## src/hw/rtl/drf_pkg.sv

```systemverilog
// drf_pkg: types and constants shared by the request queue modules.
// Field widths, operation and status codes, stored entry layout and
// controller/datapath command and status bundles.
package drf_pkg;

    localparam int ID_W     = 64;
    localparam int TIER_W   = 2;
    localparam int SIZE_W   = 64;
    localparam int STAMP_W  = 64;
    localparam int NUM_W    = 32;
    localparam int OP_W     = 2;
    localparam int STATUS_W = 3;

    typedef enum logic [OP_W-1:0] {
        OP_ENQ   = 2'd0,
        OP_DEQ   = 2'd1,
        OP_CLEAR = 2'd2
    } op_t;

    typedef enum logic [STATUS_W-1:0] {
        ST_OK        = 3'd0,
        ST_INVALID   = 3'd1,
        ST_EXISTS    = 3'd2,
        ST_NOT_FOUND = 3'd3,
        ST_FULL      = 3'd4
    } status_t;

    typedef struct packed {
        logic [NUM_W-1:0]   number;
        logic [ID_W-1:0]    id;
        logic [TIER_W-1:0]  tier;
        logic [SIZE_W-1:0]  size;
        logic [STAMP_W-1:0] stamp;
    } entry_t;

    // controller -> datapath
    typedef struct packed {
        logic    load;        // latch the accepted request
        logic    scan_start;  // begin duplicate scan from head
        logic    scan_step;   // advance the duplicate scan by one entry
        logic    enq_write;   // append the request at tail
        logic    deq_read;    // read the head entry
        logic    deq_pop;     // take head entry into the result
        logic    clear;       // empty the queue
        logic    set_status;  // result without data
        status_t status;
        logic    out_load;    // move result to the output register
    } drf_cmd_t;

    // datapath -> controller
    typedef struct packed {
        op_t  op;
        logic id_zero;
        logic empty;
        logic full;
        logic scan_done;
        logic hit;
        logic out_free;
    } drf_sts_t;

endpackage

```

## src/hw/rtl/drf_ctrl.sv

```systemverilog
// drf_ctrl: sequencing state machine of the request queue.
// Uses drf_pkg command/status bundles; drives drf_datapath.
module drf_ctrl
    import drf_pkg::*;
(
    input  logic     clk,
    input  logic     rst_n,
    input  logic     in_valid,
    output logic     in_ready,
    input  drf_sts_t sts,
    output drf_cmd_t cmd
);

    typedef enum logic [2:0] {
        S_IDLE,
        S_DECODE,
        S_SCAN,
        S_DEQ_WAIT,
        S_FINISH
    } state_t;

    state_t state_reg, state_next;

    always_comb
    begin
        state_next = state_reg;
        cmd        = '0;
        cmd.status = ST_OK;
        in_ready   = 1'b0;

        unique case (state_reg)
            S_IDLE:
            begin
                in_ready = 1'b1;
                if (in_valid)
                begin
                    cmd.load   = 1'b1;
                    state_next = S_DECODE;
                end
            end
            S_DECODE:
            begin
                unique case (sts.op)
                    OP_ENQ:
                    begin
                        if (sts.id_zero)
                        begin
                            cmd.set_status = 1'b1;
                            cmd.status     = ST_INVALID;
                            state_next     = S_FINISH;
                        end
                        else
                        begin
                            cmd.scan_start = 1'b1;
                            state_next     = S_SCAN;
                        end
                    end
                    OP_DEQ:
                    begin
                        if (sts.empty)
                        begin
                            cmd.set_status = 1'b1;
                            cmd.status     = ST_NOT_FOUND;
                            state_next     = S_FINISH;
                        end
                        else
                        begin
                            cmd.deq_read = 1'b1;
                            state_next   = S_DEQ_WAIT;
                        end
                    end
                    OP_CLEAR:
                    begin
                        cmd.clear      = 1'b1;
                        cmd.set_status = 1'b1;
                        cmd.status     = ST_OK;
                        state_next     = S_FINISH;
                    end
                    default:
                    begin
                        cmd.set_status = 1'b1;
                        cmd.status     = ST_INVALID;
                        state_next     = S_FINISH;
                    end
                endcase
            end
            S_SCAN:
            begin
                if (sts.scan_done)
                begin
                    // duplicate check wins over full
                    if (sts.hit)
                    begin
                        cmd.set_status = 1'b1;
                        cmd.status     = ST_EXISTS;
                    end
                    else if (sts.full)
                    begin
                        cmd.set_status = 1'b1;
                        cmd.status     = ST_FULL;
                    end
                    else
                    begin
                        cmd.enq_write = 1'b1;
                    end
                    state_next = S_FINISH;
                end
                else
                begin
                    cmd.scan_step = 1'b1;
                end
            end
            S_DEQ_WAIT:
            begin
                cmd.deq_pop = 1'b1;
                state_next  = S_FINISH;
            end
            S_FINISH:
            begin
                if (sts.out_free)
                begin
                    cmd.out_load = 1'b1;
                    state_next   = S_IDLE;
                end
            end
            default:
            begin
                state_next = S_IDLE;
            end
        endcase
    end

    always_ff @(posedge clk or negedge rst_n)
    begin
        if (!rst_n)
        begin
            state_reg <= S_IDLE;
        end
        else
        begin
            state_reg <= state_next;
        end
    end

endmodule

```

## config.mk

```make
export PLATFORM = sky130hd
export DESIGN_NAME = drf_ctrl
export DESIGN_NICKNAME = d
export VERILOG_FILES = /design/src/hw/rtl/drf_pkg.sv /design/src/hw/rtl/drf_ctrl.sv
export SDC_FILE = /design/constraint.sdc
export NUM_CORES = 1
export LEC_CHECK = 0
export BUFFER_PORTS_ARGS = -buffer_cell sky130_fd_sc_hd__buf_4
export CAP_MARGIN = 30
export CORE_AREA = 2 2 39 41
export DETAILED_ROUTE_END_ITERATION = 10
export DIE_AREA = 0 0 41 43
export PLACE_DENSITY = 0.56
export SYNTH_ARGS = -nofsm -noshare
export SYNTH_HDL_FRONTEND = slang
export SYNTH_SLANG_ARGS = --single-unit
export TNS_END_PERCENT = 100
```

## constraint.sdc

```tcl
create_clock -name clk -period 2.4 [get_ports clk]
set_input_delay 0.12 -clock clk [delete_from_list [all_inputs] [get_ports clk]]
set_output_delay 0.12 -clock clk [all_outputs]
set_load 0.02 [all_outputs]
```

Word-level counts from Yosys, hierarchy flattened
Cells that the tools add are included.
{"block": "totals", "register_bits": 3, "out_inout_bits": 13, "input_bits": 11}
{"block": "op_classes", "muxes": 33, "n_reduce_logical": 3, "eq_ne": 9}
{"cell": "$mux W4", "n": 5}
{"cell": "$mux W1", "n": 18}
{"cell": "$mux W3", "n": 5}
{"cell": "$pmux W3 S5", "n": 1}
{"cell": "$pmux W4 S3", "n": 1}
{"cell": "$pmux W4 S2", "n": 1}
{"cell": "$eq A3 B2 Y1 const B", "n": 2}
{"cell": "$ne A2 B2 Y1 const B", "n": 3}
{"cell": "$pmux W3 S2", "n": 1}
{"cell": "$eq A3 B1 Y1 const B", "n": 1}
{"cell": "$eq A3 B3 Y1 const B", "n": 1}
{"cell": "$logic_not A3 Y1", "n": 1}
{"cell": "$reduce_and A3 Y1", "n": 1}
{"cell": "$eq A2 B1 Y1 const B", "n": 1}
{"cell": "$eq A2 B2 Y1 const B", "n": 1}
{"cell": "$logic_not A2 Y1", "n": 1}
{"cell": "$mux W2", "n": 1}

Longest topological paths before layout
{"block": "logic_depth", "ltp_word": 4, "depth_mapped": 4, "depth_no_buf": 3}

Worst setup path before layout
No wires, ideal clock.
{"block": "synth_timing", "path_kind": "register to output", "startpoint": "register state_reg[2]", "endpoint": "output port cmd[8] in the netlist's numbering", "path_buffers": 0, "stages_incl_launch_ff": 4, "arrival_ns": 1.480, "required_time_ns": 2.280, "path_slack_ns": 0.800, "cell_sequence": "dfrtp_1 nand2b_2 or3b_4 nor3_1"}
{"element": "from (decl)", "line": "drf_ctrl.sv:22", "source": "state_t state_reg, state_next;"}
{"element": "from (signal assigned)", "line": "drf_ctrl.sv:141", "source": "state_reg <= state_next;"}
{"element": "to (decl)", "line": "drf_ctrl.sv:11", "source": "output drf_cmd_t cmd"}

==> results.py <==
metrics = {
    "outcome": {
        "status": "finished clean",
    },
    "logic_synthesis": {
        "synth_compound_area_share_pct": 19.2,
        "ys_seq_area_share_pct": 24.0,
        "synth_top_cell_by_area": "dfrtp_1",
        "synth_fa_ha_area_share_pct": 0,
        "syn-num-nets": 51,
        "synth_top_family_by_area": "simple AND/OR/NAND/NOR gates",
        "muxShareOfSynthArea_pct": 3.20,
        "synth-simple-area-share_pct": 48.0,
        "ys_warn_count": 0,
        "synth_cell_types": 24,
        "ys_ff_latch": 3,
        "synth_cells": 40,
        "synth_xor_area_share_pct": 0,
        "synth.area.top_cells": "dfrtp_1, nor3_1, nor4b_1, nor2_1, nor3b_1",
        "syn_avg_cell_area_um2": 7.82,
        "synth_area_um2": 313,
        "netlist.area_leader.share_pct": 24.0,
    },
    "timing": {
        "slew_violations": 0,
        "setup_viol": 0,
        "layout_min_cycle_time_ns": 1.76,
        "skew_ns": 0.000766,
        "holdWs_ns": 0.210,
        "slew_headroom_pct": 76.5,
        "tightest_slew_ns": 0.352,
        "grt_setup_unrepaired": "no",
        "finalHoldViolCount": 0,
        "fin_crit_sh_pct": 73.1,
        "setup_tns_ns": 0,
        "max_clock_freq_ghz": 0.570,
    },
    "die": {
        "core.rowCount": 14,
        "die_h_um": 43,
        "die_w_um": 41,
        "num_io_pins": 24,
        "dieArea_um2": 1760,
        "initial_core_util_pct": 22.6,
        "core_um2": 1380,
    },
    "routing": {
        "drt_wl_total_um": 845,
        "ant_nets": 0,
        "wl_per_cell_um": 10.3,
        "route.detailed.drc": 0,
        "drt_first_pass_iters": 2,
        "num_vias": 386,
        "drt_iter0_markers": 5,
        "viasPerCell": 4.71,
    },
    "finish": {
        "largest_reg_flops": 3,
        "final_util_pct": 38.4,
        "final_cell_mix": "buf_4, nor3_1, nor2_1",
        "antennaDiodeCount": 0,
        "drive_gt1_share_pct": 45.5,
        "fill_cells": 143,
        "area_growth_pct": 70.0,
        "fin_nets": 78,
        "layout_commonest_cell": "buf_4",
    },
    "cts": {
        "htreeDepth": 1,
        "cts_tree": "done",
        "cts_buffer_depth": 2,
        "cts_buffers": 3,
        "path_clk_slew_ns": 0.04,
        "clk_latency_ns": 0.23,
        "ctsResizeCount": 0,
        "clock-root-buffer": "clkbuf_4",
        "cts.sinks": 3,
    },
    "power": {
        "seqPwrFrac_pct": 25.1,
        "swShare_pct": 43.1,
        "clkPwrFrac_pct": 22.1,
        "leakagePower_uw": 0.000251,
        "power-per-cell-area_nw_per_um2": 767,
        "power_uw": 408,
        "net-switching-power_uw": 176,
        "ir_worst_vdd_mv": 0.389,
        "combPwrFrac_pct": 52.8,
        "p_int_uw": 232,
    },
    "global_routing": {
        "use_met2_pct": 17.8,
        "antenna_found_initial": 0,
        "grt_pass1_vias": 359,
        "grt_overflow_total": 0,
        "top_usage_layer": "met2",
        "grt_max_degree": 13,
        "grt_use_met3_pct": 3.14,
        "grt_pass1_wl_mm": 1.41,
        "gr-usage-all-layers_pct": 12.2,
        "met1_usage_pct": 14.0,
    },
    "critical_path": {
        "worst-path-buf-inv": 1,
        "crit_type": "flip-flop to primary output",
        "r2r-start": "state_reg[0]",
        "cpPeakStageDelay_ns": 0.43,
        "crit_arrival_ns": 1.64,
        "cp_max_fo": 7,
        "cp_data_required_time_ns": 2.28,
        "start_kind": "flip-flop",
        "critPathSlowestCell": "dfrtp_1",
        "end_kind": "primary output",
        "worstPathCellList": "nand2b_2, or3b_4, o22ai_1, buf_4",
        "cpLargestDelayFamily": "simple AND/OR/NAND/NOR gates",
        "crit_path_start": "state_reg[2]",
    },
    "min_path": {
        "holdCritPathClass": "primary input to flip-flop",
        "worstHoldStart": "in_valid",
    },
    "place": {
        "port-buffer-count": 23,
        "dpl.hpwl_um": 664,
        "globalplace.congestion": 0.649,
    },
    "job": {
        "max_cap_violations": 0,
    },
}
## what timing repair did
| action | in CTS | in global routing |
|---|---|---|
| hold buffers | 1 | 0 |
| setup buffers | 0 | 0 |
| endpoints found under the hold margin | 3 | 0 |
## final cells by class
type / count / area [µm²] / area share, %
Inverter: 2 / 7.51 / 1.41
Clock buffer: 4 / 26.3 / 4.94
Timing Repair Buffer: 24 / 183 / 34.4
Tap cell: 16 / 20.0 / 3.76
Sequential cell: 3 / 75.1 / 14.1
Multi-Input combinational cell: 33 / 220 / 41.4
## synth_stat cells
master and number:
dfrtp_1 3, a211o_1 1, o21bai_1 1, or3b_4 1, nor3b_2 1, buf_2 2
a21oi_1 1, mux2i_1 1, o22ai_1 2, a211oi_1 1, nor2b_1 1, a31o_2 1
nor2_1 4, o21ai_0 2, nand2b_2 1, nand3b_1 1, inv_1 2, and3_1 2
nor3b_1 2, nand2_1 2, nor4b_1 2, nor3_1 4, or4b_1 1, nor4_1 1
## final timing paths
| path | cells after the start | slack, ns | end |
|---|---|---|---|
| min | 3 | 0.21 | state_reg[0] |
| max | 4 | 0.64 | cmd[4] |
| min in group asynchronous | 2 | 0.22 | state_reg[1] |
| max in group asynchronous | 2 | 2.09 | state_reg[0] |
| max reg2reg | 3 | 1.11 | state_reg[2] |
| min reg2reg | 1 | 0.55 | state_reg[0] |
## power by group through the flow
stage                     Combinational (µW)  Clock (µW)  Sequential, µW
final                                    215        89.9             103
after global routing                     234         103             109
after CTS                                219        95.0             101
after detailed placement                 216           0             102
after global placement                   217           0             101
after floorplan                          147           0            83.5
## kinds of logic (layout without fill, tap and decap cells)
group / count (synthesis) / count (layout)
AO/OA/AOI/OAI: 9 / 9
AND/OR/NAND/NOR: 23 / 23
buffers and inverters: 4 / 30
flip-flops: 3 / 3
multiplexers: 1 / 1
## through the flow
stage          std cells  worst slack [ns]  instance area [µm²]
2_1_floorplan         40             0.800                  313
3_3_place_gp          77             0.909                  495
3_5_place_dp          77             0.899                  495
4_1_cts               82             0.635                  532
5_1_grt               82             0.508                  532
6_report              82             0.645                  532
## worst register-to-register path, stage by stage (launching register included)
cell	delay (ns)
dfrtp_1	0.49
or4b_1	0.53
o21ai_0	0.09
a31o_2	0.12
## layer usage
metal  vias to the layer above  share of wire (%)
met5                         -                  0
met4                         0                1.7
met3                         2                5.6
met2                        12                 53
met1                       170                 40
li1                        202                  -
Power figures use the tool's default switching activity.
